File: src/hw/rtl/hue_palette_remap_macros.svh
// Assertion macros for the hue palette remap block.
// Used by the top level only; no other dependencies.
`ifndef HUE_PALETTE_REMAP_MACROS_SVH
`define HUE_PALETTE_REMAP_MACROS_SVH

`ifndef SYNTHESIS
// same-cycle implication, clocked on i_clk, quiet during reset
`define HPR_ASSERT_NOW(lbl, ante, cons, msg) \
    lbl: assert property (@(posedge i_clk) disable iff (!i_rst_n) (ante) |-> (cons)) \
        else $error(msg);
// next-cycle implication, clocked on i_clk, quiet during reset
`define HPR_ASSERT_NEXT(lbl, ante, cons, msg) \
    lbl: assert property (@(posedge i_clk) disable iff (!i_rst_n) (ante) |=> (cons)) \
        else $error(msg);
`else
`define HPR_ASSERT_NOW(lbl, ante, cons, msg)
`define HPR_ASSERT_NEXT(lbl, ante, cons, msg)
`endif

`endif

File: src/hw/rtl/hpr_pkg.sv
// Shared types, constants and helper functions of the hue palette remap block.
// No dependencies; imported by every module of the block.
package hpr_pkg;

    // palette modes
    localparam logic [1:0] MODE_PASS = 2'd0;
    localparam logic [1:0] MODE_DUO  = 2'd1;
    localparam logic [1:0] MODE_TRIO = 2'd2;

    // configuration register indexes
    localparam logic [1:0] REG_MODE  = 2'd0;
    localparam logic [1:0] REG_ONE   = 2'd1;
    localparam logic [1:0] REG_TWO   = 2'd2;
    localparam logic [1:0] REG_THREE = 2'd3;

    localparam int CFG_IDX_W  = 2;
    localparam int CFG_DATA_W = 24;
    localparam int PIX_W      = 24;
    localparam int CH_NUM     = 3;

    // hue sector constants
    localparam int          HUE_SEG    = 43;
    localparam logic [7:0] HUE_BASE_G = 8'd85;
    localparam logic [7:0] HUE_BASE_B = 8'd171;

    // hue divider: 6 quotient bits, 2 per stage
    localparam int NUM_W       = 14;
    localparam int QUO_W       = 6;
    localparam int DIV_BITS    = 2;
    localparam int DIV_STAGES  = QUO_W / DIV_BITS;
    localparam int MIX_STAGES  = 4;
    localparam int PIPE_STAGES = 1 + DIV_STAGES + MIX_STAGES + 1;

    // gain = mx*1000/255 as mx*GAIN_MUL >> GAIN_SHIFT (exact for mx < 256)
    localparam int           GAIN_PROD_W = 36;
    localparam logic [28:0] GAIN_MUL    = 29'd263173000;
    localparam int           GAIN_SHIFT  = 26;
    localparam int           GAIN_W      = 10;

    // x/1000 as x*DIV1K_MUL >> DIV1K_SHIFT (exact for x <= 255000)
    localparam int           SCALE_W     = 18;
    localparam int           QP_W        = 36;
    localparam logic [18:0] DIV1K_MUL   = 19'd268436;
    localparam int           DIV1K_SHIFT = 28;

    typedef logic [7:0] t_byte;

    // pixel and bypass flag that ride along the pipeline
    typedef struct packed {
        logic [PIX_W-1:0] pix;
        logic             pass;
    } t_side;

    // front stage result
    typedef struct packed {
        t_side            side;
        t_byte            mx;
        t_byte            d;
        logic [NUM_W-1:0] num;
        logic             neg;
        logic             zero_d;
        t_byte            base;
    } t_front;

    // hue divider result
    typedef struct packed {
        t_side             side;
        logic [QUO_W-1:0]  q;
        logic              neg;
        logic              zero_d;
        t_byte             base;
        logic [GAIN_W-1:0] gain;
    } t_div;

    // mix result: per-channel scaled products, channel 0 is red
    typedef struct packed {
        t_side                   side;
        logic [CH_NUM-1:0][QP_W-1:0] qp;
    } t_mix;

    // floor(x/255) for x < 65280
    function automatic t_byte div255(input logic [15:0] x);
        logic [16:0] s;
        s = 17'(x) + 17'(x[15:8]) + 17'd1;
        return s[15:8];
    endfunction

endpackage

File: src/hw/rtl/hpr_front.sv
// Front stage: max/min, hue sector, dividend magnitude and bypass flag.
// Depends on hpr_pkg.
module hpr_front (
    input  logic                 i_clk,
    input  logic                 i_en,
    input  logic [23:0]          i_pix,
    input  logic [1:0]           i_mode,
    output hpr_pkg::t_front      o_front
);
    import hpr_pkg::*;

    t_byte      w_r, w_g, w_b, w_mx, w_mn, w_mag;
    logic [8:0] w_diff;
    t_byte      w_base;
    t_front     n_front;
    t_front     r_front;

    assign w_r = i_pix[7:0];
    assign w_g = i_pix[15:8];
    assign w_b = i_pix[23:16];

    // brightness and spread
    assign w_mx = (w_r > w_g) ? ((w_r > w_b) ? w_r : w_b) : ((w_g > w_b) ? w_g : w_b);
    assign w_mn = (w_r < w_g) ? ((w_r < w_b) ? w_r : w_b) : ((w_g < w_b) ? w_g : w_b);

    // sector pick, ties go to red then green
    always_comb begin
        if (w_mx == w_r) begin
            w_diff = {1'b0, w_g} - {1'b0, w_b};
            w_base = 8'd0;
        end else if (w_mx == w_g) begin
            w_diff = {1'b0, w_b} - {1'b0, w_r};
            w_base = HUE_BASE_G;
        end else begin
            w_diff = {1'b0, w_r} - {1'b0, w_g};
            w_base = HUE_BASE_B;
        end
    end

    assign w_mag = w_diff[8] ? 8'(-w_diff) : w_diff[7:0];

    always_comb begin
        n_front.side.pix  = i_pix;
        n_front.side.pass = (i_mode == MODE_PASS) || (w_mx == 8'd0);
        n_front.mx        = w_mx;
        n_front.d         = w_mx - w_mn;
        n_front.num       = NUM_W'(w_mag) * NUM_W'(HUE_SEG);
        n_front.neg       = w_diff[8];
        n_front.zero_d    = (w_mx == w_mn);
        n_front.base      = w_base;
    end

    always_ff @(posedge i_clk) begin
        if (i_en) begin
            r_front <= n_front;
        end
    end

    assign o_front = r_front;

endmodule

File: src/hw/rtl/hpr_hue_div.sv
// Hue divider: restoring division, two quotient bits per stage, plus gain.
// Depends on hpr_pkg.
module hpr_hue_div (
    input  logic                            i_clk,
    input  logic [hpr_pkg::DIV_STAGES-1:0]  i_en,
    input  hpr_pkg::t_front                 i_front,
    output hpr_pkg::t_div                   o_div
);
    import hpr_pkg::*;

    typedef struct packed {
        t_side side;
        logic  neg;
        logic  zero_d;
        t_byte base;
    } t_hctx;

    logic [NUM_W-1:0] w_rem_in [DIV_STAGES];
    logic [QUO_W-1:0] w_q_in   [DIV_STAGES];
    t_byte            w_d_in   [DIV_STAGES];
    t_hctx            w_ctx_in [DIV_STAGES];
    logic [NUM_W-1:0] n_rem    [DIV_STAGES];
    logic [QUO_W-1:0] n_q      [DIV_STAGES];
    logic [NUM_W-1:0] r_rem    [DIV_STAGES];
    logic [QUO_W-1:0] r_q      [DIV_STAGES];
    t_byte            r_d      [DIV_STAGES];
    t_hctx            r_ctx    [DIV_STAGES];

    logic [GAIN_PROD_W-1:0] r_gprod;
    logic [GAIN_W-1:0]      r_gain;
    logic [GAIN_W-1:0]      r_gain_d;

    // stage inputs: first from the front, then from the previous stage
    always_comb begin
        w_rem_in[0]        = i_front.num;
        w_q_in[0]          = '0;
        w_d_in[0]          = i_front.d;
        w_ctx_in[0].side   = i_front.side;
        w_ctx_in[0].neg    = i_front.neg;
        w_ctx_in[0].zero_d = i_front.zero_d;
        w_ctx_in[0].base   = i_front.base;
        for (int s = 1; s < DIV_STAGES; s++) begin
            w_rem_in[s] = r_rem[s-1];
            w_q_in[s]   = r_q[s-1];
            w_d_in[s]   = r_d[s-1];
            w_ctx_in[s] = r_ctx[s-1];
        end
    end

    // quotient bits, most significant first
    generate
        for (genvar s = 0; s < DIV_STAGES; s++) begin : g_div
            localparam int BIT_HI = QUO_W - 1 - s * DIV_BITS;

            always_comb begin
                logic [NUM_W-1:0] rem;
                logic [QUO_W-1:0] q;
                logic [NUM_W-1:0] dsh;
                rem = w_rem_in[s];
                q   = w_q_in[s];
                for (int j = 0; j < DIV_BITS; j++) begin
                    dsh = NUM_W'(w_d_in[s]) << (BIT_HI - j);
                    if (rem >= dsh) begin
                        rem = rem - dsh;
                        q[BIT_HI - j] = 1'b1;
                    end
                end
                n_rem[s] = rem;
                n_q[s]   = q;
            end

            always_ff @(posedge i_clk) begin
                if (i_en[s]) begin
                    r_rem[s] <= n_rem[s];
                    r_q[s]   <= n_q[s];
                    r_d[s]   <= w_d_in[s];
                    r_ctx[s] <= w_ctx_in[s];
                end
            end
        end
    endgenerate

    // brightness gain: multiply, then take the high bits, then hold
    always_ff @(posedge i_clk) begin
        if (i_en[0]) begin
            r_gprod <= GAIN_PROD_W'(i_front.mx) * GAIN_PROD_W'(GAIN_MUL);
        end
        if (i_en[1]) begin
            r_gain <= r_gprod[GAIN_SHIFT +: GAIN_W];
        end
        if (i_en[2]) begin
            r_gain_d <= r_gain;
        end
    end

    always_comb begin
        o_div.side   = r_ctx[DIV_STAGES-1].side;
        o_div.q      = r_q[DIV_STAGES-1];
        o_div.neg    = r_ctx[DIV_STAGES-1].neg;
        o_div.zero_d = r_ctx[DIV_STAGES-1].zero_d;
        o_div.base   = r_ctx[DIV_STAGES-1].base;
        o_div.gain   = r_gain_d;
    end

endmodule

File: src/hw/rtl/hpr_mix.sv
// Palette mix: hue, color pair pick, blend, /255, brightness scale.
// Depends on hpr_pkg.
module hpr_mix (
    input  logic                            i_clk,
    input  logic [hpr_pkg::MIX_STAGES-1:0]  i_en,
    input  hpr_pkg::t_div                   i_div,
    input  logic [1:0]                      i_mode,
    input  logic [23:0]                     i_color_one,
    input  logic [23:0]                     i_color_two,
    input  logic [23:0]                     i_color_three,
    output hpr_pkg::t_mix                   o_mix
);
    import hpr_pkg::*;

    t_byte       w_hue, w_qx, w_t;
    logic [23:0] w_ca, w_cb;

    t_byte       r_t;
    logic [23:0] r_ca, r_cb;
    t_side       r_side_a, r_side_b, r_side_c, r_side_d;
    logic [GAIN_W-1:0] r_gain_a, r_gain_b;

    logic [15:0]        n_sum [CH_NUM];
    logic [15:0]        r_sum [CH_NUM];
    logic [SCALE_W-1:0] n_mp  [CH_NUM];
    logic [SCALE_W-1:0] r_mp  [CH_NUM];
    logic [QP_W-1:0]    r_qp  [CH_NUM];

    // signed quotient onto the sector base, wraps mod 256
    assign w_qx  = {2'b00, i_div.q};
    assign w_hue = i_div.zero_d ? 8'd0 :
                   (i_div.neg ? (i_div.base - w_qx) : (i_div.base + w_qx));

    // blend weight and color pair
    always_comb begin
        w_t  = {w_hue[6:0], 1'b0};
        w_ca = '0;
        w_cb = '0;
        case (i_mode)
            MODE_DUO: begin
                w_t  = w_hue;
                w_ca = i_color_one;
                w_cb = i_color_two;
            end
            MODE_TRIO: begin
                w_ca = w_hue[7] ? i_color_two : i_color_one;
                w_cb = w_hue[7] ? i_color_three : i_color_two;
            end
            default: begin
                w_ca = '0;
                w_cb = '0;
            end
        endcase
    end

    // weighted sums per channel
    always_comb begin
        for (int ch = 0; ch < CH_NUM; ch++) begin
            n_sum[ch] = 16'(r_ca[23 - 8*ch -: 8]) * 16'(8'd255 - r_t)
                      + 16'(r_cb[23 - 8*ch -: 8]) * 16'(r_t);
        end
    end

    // mapped color times gain
    always_comb begin
        for (int ch = 0; ch < CH_NUM; ch++) begin
            n_mp[ch] = SCALE_W'(div255(r_sum[ch])) * SCALE_W'(r_gain_b);
        end
    end

    always_ff @(posedge i_clk) begin
        if (i_en[0]) begin
            r_t      <= w_t;
            r_ca     <= w_ca;
            r_cb     <= w_cb;
            r_side_a <= i_div.side;
            r_gain_a <= i_div.gain;
        end
        if (i_en[1]) begin
            r_sum    <= n_sum;
            r_side_b <= r_side_a;
            r_gain_b <= r_gain_a;
        end
        if (i_en[2]) begin
            r_mp     <= n_mp;
            r_side_c <= r_side_b;
        end
        // divide by 1000 through reciprocal product
        if (i_en[3]) begin
            for (int ch = 0; ch < CH_NUM; ch++) begin
                r_qp[ch] <= QP_W'(r_mp[ch]) * QP_W'(DIV1K_MUL);
            end
            r_side_d <= r_side_c;
        end
    end

    always_comb begin
        o_mix.side = r_side_d;
        for (int ch = 0; ch < CH_NUM; ch++) begin
            o_mix.qp[ch] = r_qp[ch];
        end
    end

endmodule

File: src/hw/rtl/hue_palette_remap.sv
// Hue palette remap: takes one RGB pixel per beat, derives an 8-bit hue,
// maps it onto a two- or three-color gradient and scales the result by the
// pixel's brightness (its largest channel). Pass-through mode and black
// pixels come out unchanged; mode code 3 gives black. The block is
// a 9-stage pipeline and takes one pixel every cycle while the output is
// not stalled; the hue division is spread over three of those stages, two
// quotient bits each. Each stage holds its own valid bit and only stalls
// when the stage after it is full and stalled, so bubbles close up while
// the output waits. Configuration writes are registered; they are to be made
// only while no pixel is in flight, which the block does not enforce itself.
// Depends on hpr_pkg, hpr_front, hpr_hue_div, hpr_mix and the macro header.
`include "hue_palette_remap_macros.svh"

module hue_palette_remap (
    input  logic                             i_clk,
    input  logic                             i_rst_n,
    // slave side; tdata: in_red [7:0], in_green [15:8], in_blue [23:16]
    input  logic                             i_s_axis_tvalid,
    output logic                             o_s_axis_tready,
    input  logic [23:0]                      i_s_axis_tdata,
    // master side; tdata: out_red [7:0], out_green [15:8], out_blue [23:16]
    output logic                             o_m_axis_tvalid,
    input  logic                             i_m_axis_tready,
    output logic [23:0]                      o_m_axis_tdata,
    // configuration writes
    input  logic                             i_cfg_we,
    input  logic [hpr_pkg::CFG_IDX_W-1:0]    i_cfg_idx,
    input  logic [hpr_pkg::CFG_DATA_W-1:0]   i_cfg_data
);
    import hpr_pkg::*;

    localparam int OUT_STG = PIPE_STAGES - 1;

    logic [1:0]  r_mode;
    logic [23:0] r_color_one, r_color_two, r_color_three;

    logic [PIPE_STAGES-1:0] r_vld, n_vld, w_en;
    t_front      w_front;
    t_div        w_div;
    t_mix        w_mix;
    logic [23:0] r_out, n_out;

    // configuration registers
    always_ff @(posedge i_clk) begin
        if (!i_rst_n) begin
            r_mode        <= MODE_PASS;
            r_color_one   <= '0;
            r_color_two   <= '0;
            r_color_three <= '0;
        end else if (i_cfg_we) begin
            case (i_cfg_idx)
                REG_MODE:  r_mode        <= i_cfg_data[1:0];
                REG_ONE:   r_color_one   <= i_cfg_data;
                REG_TWO:   r_color_two   <= i_cfg_data;
                REG_THREE: r_color_three <= i_cfg_data;
                default:   r_mode        <= r_mode;
            endcase
        end
    end

    // stage enables: a stage loads when empty or when the next one loads
    always_comb begin
        w_en[OUT_STG] = !r_vld[OUT_STG] || i_m_axis_tready;
        for (int k = OUT_STG - 1; k >= 0; k--) begin
            w_en[k] = !r_vld[k] || w_en[k+1];
        end
    end

    always_comb begin
        n_vld = r_vld;
        if (w_en[0]) begin
            n_vld[0] = i_s_axis_tvalid;
        end
        for (int k = 1; k < PIPE_STAGES; k++) begin
            if (w_en[k]) begin
                n_vld[k] = r_vld[k-1];
            end
        end
    end

    always_ff @(posedge i_clk) begin
        if (!i_rst_n) begin
            r_vld <= '0;
        end else begin
            r_vld <= n_vld;
        end
    end

    assign o_s_axis_tready = w_en[0];

    hpr_front u_front (
        .i_clk   (i_clk),
        .i_en    (w_en[0]),
        .i_pix   (i_s_axis_tdata),
        .i_mode  (r_mode),
        .o_front (w_front)
    );

    hpr_hue_div u_div (
        .i_clk   (i_clk),
        .i_en    (w_en[DIV_STAGES:1]),
        .i_front (w_front),
        .o_div   (w_div)
    );

    hpr_mix u_mix (
        .i_clk         (i_clk),
        .i_en          (w_en[DIV_STAGES+MIX_STAGES:DIV_STAGES+1]),
        .i_div         (w_div),
        .i_mode        (r_mode),
        .i_color_one   (r_color_one),
        .i_color_two   (r_color_two),
        .i_color_three (r_color_three),
        .o_mix         (w_mix)
    );

    // output register: bypass pixel or scaled color
    always_comb begin
        n_out = w_mix.side.pix;
        if (!w_mix.side.pass) begin
            for (int ch = 0; ch < CH_NUM; ch++) begin
                n_out[8*ch +: 8] = w_mix.qp[ch][DIV1K_SHIFT +: 8];
            end
        end
    end

    always_ff @(posedge i_clk) begin
        if (w_en[OUT_STG]) begin
            r_out <= n_out;
        end
    end

    assign o_m_axis_tvalid = r_vld[OUT_STG];
    assign o_m_axis_tdata  = r_out;

    // input only backs up when the whole pipe is full and the output stalls
    `HPR_ASSERT_NOW(a_stall_full, !o_s_axis_tready, o_m_axis_tvalid && !i_m_axis_tready, "input stalled while pipeline has room")
    // an accepted beat occupies the first stage next cycle
    `HPR_ASSERT_NEXT(a_accept_lands, i_s_axis_tvalid && o_s_axis_tready, r_vld[0], "accepted beat lost at first stage")

endmodule

File: config.mk
export PLATFORM = sky130hd
export DESIGN_NAME = hue_palette_remap
export DESIGN_NICKNAME = d
export VERILOG_FILES = /design/src/hw/rtl/hpr_pkg.sv /design/src/hw/rtl/hpr_front.sv /design/src/hw/rtl/hpr_hue_div.sv /design/src/hw/rtl/hpr_mix.sv /design/src/hw/rtl/hue_palette_remap.sv
export VERILOG_INCLUDE_DIRS = /design/src /design/src/hw/rtl
export SDC_FILE = /design/constraint.sdc
export NUM_CORES = 2
export LEC_CHECK = 0
export BUFFER_PORTS_ARGS = -buffer_cell sky130_fd_sc_hd__buf_2
export CORE_UTILIZATION = 45
export CTS_BUF_LIST = sky130_fd_sc_hd__clkbuf_4 sky130_fd_sc_hd__clkbuf_8
export DETAILED_ROUTE_END_ITERATION = 8
export GPL_ROUTABILITY_DRIVEN = 0
export PLACE_DENSITY = 0.7
export SLEW_MARGIN = 0
export SYNTH_ARGS = -nofsm -noshare
export SYNTH_HDL_FRONTEND = slang
export SYNTH_SLANG_ARGS = --single-unit
File: constraint.sdc
create_clock -name i_clk -period 8.3 [get_ports i_clk]
set_clock_uncertainty 0.2 [all_clocks]
set_input_delay 1.66 -clock i_clk [delete_from_list [all_inputs] [get_ports i_clk]]
set_output_delay 1.66 -clock i_clk [all_outputs]
set_load 0.05 [all_outputs]
# After elaboration in Yosys (flattened, before gate mapping)
# Memory sizes are Yosys's and may differ from the RTL's.
# Index checks and enable logic that the tools add are counted.
# classes
add_sub_neg	23
n_mul	14
magnitude_cmp	12
n_eq_ne	8
mux	38
n_reduce_logical	26
# ops
operator	n
multiplier 18 x 17 -> 34 bit, second input constant	3
case mux 24 bit (2 select lines)	2
2-to-1 mux 8 bit	11
2-to-1 mux 14 bit	6
2-to-1 mux 24 bit	3
multiplier 8 x 10 -> 18 bit	3
adder 16 x 1 -> 16 bit, second input constant	3
adder 16 bit	3
adder 16 x 8 -> 16 bit	3
multiplier 8 x 16 -> 16 bit	3
multiplier 8 x 8 -> 16 bit	3
multiplier 8 x 25 -> 33 bit, second input constant	1
subtractor 8 x 8 -> 9 bit	3
== test 8 bit	3
greater-than comparator 8 bit	3
< comparator 8 bit	3
2-to-1 mux 9 bit	2
>= comparator 14 x 10 -> 1 bit	1
>= comparator 14 x 11 -> 1 bit	1
>= comparator 14 x 12 -> 1 bit	1
>= comparator 14 x 13 -> 1 bit	1
>= comparator 14 x 8 -> 1 bit	1
>= comparator 14 x 9 -> 1 bit	1
multiplier 8 x 6 -> 14 bit, second input constant	1
other kinds (19)	56
# word_totals
ff_bits	503
mem_bits_rw	291
inputBits	55
output_inout_bits	26
mem_count	5
# mem_list
name	words	word_bits	read_ports	rd_ports_with_merged_regs	wr	line_no	rtl
u_div.r_ctx	3	35	3	0	3	hpr_hue_div.sv:27	t_hctx r_ctx [DIV_STAGES];
u_mix.r_qp	3	34	3	0	3	hpr_mix.sv:27	logic [QP_W-1:0] r_qp [CH_NUM];
u_div.r_rem	3	14	2	0	3	hpr_hue_div.sv:24	logic [NUM_W-1:0] r_rem [DIV_STAGES];
u_div.r_d	3	8	2	0	3	hpr_hue_div.sv:26	t_byte r_d [DIV_STAGES];
u_div.r_q	3	6	3	0	3	hpr_hue_div.sv:25	logic [QUO_W-1:0] r_q [DIV_STAGES];

# Logic depth before layout (Yosys ltp)
# logic_depth
depth_word	11
depth_mapped	31
ltp_nobuf	30

# Cells and area by module
# A second synthesis with hierarchy kept.
# hier_totals
hier_cells	6454
hier_area_um2	69202.6
# by_module_without_submodules
module	instances	cells_per_inst	area_per_inst_um2
hpr_mix	1	4577	47914.7
hpr_hue_div	1	916	11629.9
hpr_front	1	542	5471.5
hue_palette_remap	1	419	4186.5

# Least setup slack after synthesis
# No wires, ideal clock.
# synth_path
path_type	input -> register
from	input i_s_axis_tdata[22]
to	register u_front.r_front (netlist bit u_front.o_front[23]), data pin
t_arrival_ns	7.109
setup_slack_ns	0.733
cell_stages	31
path_buffers	1
path_cell_list	inv_1 ha_1 a21o_1 a21o_1 a211o_1 and2_1 a2bb2oi_1 nand3_2 buf_2 nor2_1 a21oi_1 inv_1 ha_1 a31oi_1 xor2_1 ha_1 ha_1 inv_1 fa_1 inv_1 ha_1 nor2b_1 o21ai_0 a21boi_0 o21ai_0 a21boi_0 o21ai_0 nand2b_1 a21o_1 a21oi_1 xnor2_1
# synth_rtl
item	line_no	rtl
start, declared	hue_palette_remap.sv:20	input logic [23:0] i_s_axis_tdata,
end signal, assigned	hpr_front.sv:55	r_front <= n_front;
end, declared	hpr_front.sv:16	t_front r_front;

==> results.sh <==
export IMPL_synth_edf_count=562
export IMPL_crit_type="input port to flip-flop"
export IMPL_cts_hold_repair_buffers=0
export IMPL_drt_iter0_drc=1908
export IMPL_slew_violations=0
export IMPL_critPathRequiredTime_ns=8.61
export IMPL_setup_violations=0
export IMPL_max_freq_mhz=133
export IMPL_synth_avg_cell_area_sq_um=11.0
export IMPL_antenna_left=0
export IMPL_power_leakage_nw=32.6
export IMPL_synth_distinct_cells=78
export IMPL_htree_levels=3
export IMPL_cts_buffers=109
export IMPL_dp_cells=7364
export IMPL_endpoint_kind="flip-flop"
export IMPL_die_w_um=371
export IMPL_status="finished clean"
export IMPL_power_density_mw_per_mm2=251
export IMPL_post_cts_buffers=0
export IMPL_start_util_pct=45.6
export IMPL_yosys_warnings=0
export IMPL_drt_total_wl_um=124000
export IMPL_cp_start_kind="input port"
export IMPL_synth_top_area_share_pct=27.6
export IMPL_synth_top_cell_by_area="edfxtp_1"
export IMPL_seq_power_share_pct=29.5
export IMPL_cts_resized=0
export IMPL_cp_max_fo=8
export IMPL_firstDrtPassIters=5
export IMPL_grt_max_degree=84
export IMPL_slew_headroom_pct=20.9
export IMPL_rows=134
export IMPL_clock_latency_ns=0.78
export IMPL_async_flop_share_pct=0
export IMPL_track_usage_pct=18.6
export IMPL_floorplan_die_area_sq_mm=0.137
export IMPL_rsz0062_at_grt="false"
export IMPL_clk_pin_slew_worst_paths_ns=0.06
export IMPL_portBuffers=80
export IMPL_period_share_pct=90.5
export IMPL_synthFlopType="edfxtp_1"
export IMPL_seq_area_frac_synth_pct=30.3
export IMPL_core_area_sq_mm=0.134
export IMPL_ys_ff_latch=645
export IMPL_path_buf_inv=4
export IMPL_yosysMostFrequentCell="inv_1"
export IMPL_via_per_inst=5.12
export IMPL_die_h_um=371
export IMPL_p_sw_mw=6.61
export IMPL_hold_viol=0
export IMPL_post_drt_wl_per_cell_um=16.4
export IMPL_cts_tree="done"
export IMPL_cpMaxStageDelayCell="fa_1"
export IMPL_synth_area_top_cells="edfxtp_1 28%, fa_1 21%, ha_1 19%, inv_1 6.5%, and2_1 2.7%"
export IMPL_dpl_hpwl_um=95300
export IMPL_p_sw_share_pct=39.8
export IMPL_irDropWorstVdd_v=0.000904
export IMPL_syn_area_sq_mm=0.0611
export IMPL_antenna_found_initial=4
export IMPL_register_area_sq_mm=0.0185
export IMPL_grt_pass1_wl_um=206000
export IMPL_nFillCells=12005
export IMPL_fin_util_pct=49.3
export IMPL_setup_tns_ns=0
export IMPL_worst_path_stages=27
export IMPL_multi_input_area_sq_mm=0.0382
export IMPL_power_frac_comb_pct=51.7
export IMPL_crit_arrival_ns=7.82
export IMPL_cts_root_buf="clkbuf_8"
export IMPL_holdCritPathClass="flip-flop to flip-flop"
export IMPL_grt_ovfl_total=0
export IMPL_slowest_delay_ns=0.55
export IMPL_r2r_cells=27
export IMPL_p_clk_share_pct=18.8
export IMPL_cts_max_path_buffers=3
export IMPL_io_pin_count=81
export IMPL_drc=0
export IMPL_drive_gt1_share_pct=6.94
export IMPL_power_internal_mw=10.0
export IMPL_area_growth_pct=8.20
export IMPL_synthCells=5577
export IMPL_clkSinkCount=645
export IMPL_min_period_ns=7.51
export IMPL_cap_violations=0
export IMPL_grt_pass1_vias=41034
export IMPL_finalNonFillerCells=7566
export IMPL_r2r_slack_ns=0.82
export IMPL_fin_nets=7346
export IMPL_min_path_cells=0
export IMPL_crit_family="adder cells"
export IMPL_synth_common_cells="1053 x inv_1, 938 x ha_1, 646 x fa_1"
export IMPL_vias=38713
export IMPL_worst_pin_slew_ns=1.19
sequential cells by signal (all words and copies together) (netlist names), 9 cells and up:
signal / flops
u_mix.r_side_b: 25
u_div.r_gain: 10
u_mix.r_gain_b: 10
u_front.o_front: 60
u_mix.r_gain_a: 10
u_div.r_ctx: 90
u_div.r_rem: 28
r_color_three: 24
u_div.r_gprod: 10
u_div.r_gain_d: 10
u_mix.r_cb: 24
u_mix.r_ca: 24
r_color_two: 24
u_mix.r_mp: 54
o_m_axis_tdata: 24
u_mix.r_side_a: 25
u_mix.r_qp: 24
u_div.r_q: 12
u_mix.o_mix: 25
u_mix.r_sum: 48
r_color_one: 24
r_vld: 9
u_div.r_d: 16
u_mix.r_side_c: 25
per-stage QoR:
step,power (mW),hold WS [ns],setup slack (ns),instance area (sq um)
floorplan,11.3,0.200,0.733,61100
global placement,13.2,0.200,0.262,63700
detailed placement,13.5,0.205,0.126,63700
CTS,16.8,0.195,0.824,66100
global route,18.1,0.201,0.213,66100
finish,16.6,0.191,0.788,66200
logic make-up after synthesis:
logic type | count (synthesis) | synth area share, %
buffers and inverters | 1166 | 7.18
multiplexers | 71 | 1.29
other | 1 | 0.00613
AO/OA/AOI/OAI | 638 | 7.13
XOR/XNOR | 223 | 3.21
AND/OR/NAND/NOR | 1249 | 10.5
adder cells (fa/ha/maj) | 1584 | 40.3
flip-flops | 645 | 30.3
final cells by class:
type	instances	area share [%]
Tap cell	1768	3.34
Multi-Input combinational cell	3768	57.8
Clock inverter	52	0.832
Antenna cell	2	0.00757
Inverter	1054	5.98
Timing Repair Buffer	129	1.16
Sequential cell	645	28.0
Clock buffer	148	2.83
power groups by stage:
stage          Combinational (mW)  Sequential [mW]  Clock (mW)
4_1_cts                      8.62             4.91        3.23
5_1_grt                      9.80             4.97        3.35
3_3_place_gp                 8.23             4.96           0
2_1_floorplan                6.65             4.69           0
6_report                     8.59             4.91        3.12
3_5_place_dp                 8.53             4.97           0
final timing paths:
| check | from | to |
|---|---|---|
| worst max-delay path | i_s_axis_tdata[23] | u_front.o_front[23]$_DFFE_PP_ |
| worst min-delay path | u_mix.r_gain_a[3]$_DFFE_PP_ | u_mix.r_gain_b[3]$_DFFE_PP_ |
| worst max register to register | u_mix.r_sum[25]$_DFFE_PP_ | u_mix.r_mp[35]$_DFFE_PP_ |
| worst min register to register | u_mix.r_gain_a[3]$_DFFE_PP_ | u_mix.r_gain_b[3]$_DFFE_PP_ |
metal layers:
metal	share of wire, %	global-route usage, %	vias up
met5	0.027	0	-
met4	2.5	5.25	6
met3	4.4	2.99	214
met2	47	31.0	679
met1	46	24.9	19160
li1	-	-	18654
placed cells by master (no fill, tap or decap), types with 20 or more instances in the layout:
cell         n
o21bai_1    24
clkbuf_4    26
mux2_2      50
buf_2       80
xnor2_1    158
a22o_1      50
ha_1       938
o21ai_0     96
nand3_1     29
buf_4       49
a21boi_0    94
a21oi_1    135
o21a_1      38
and2_1     267
xor2_1      64
nand2_1    384
nor2_1     156
nor3_1      43
mux2i_1     20
nand2b_1   111
fa_1       646
nand4_1     28
edfxtp_1   562
clkbuf_8   122
a21o_1      60
nor2b_1    161
dfxtp_1     83
inv_1     1049
Power figures use the tool's default switching activity.
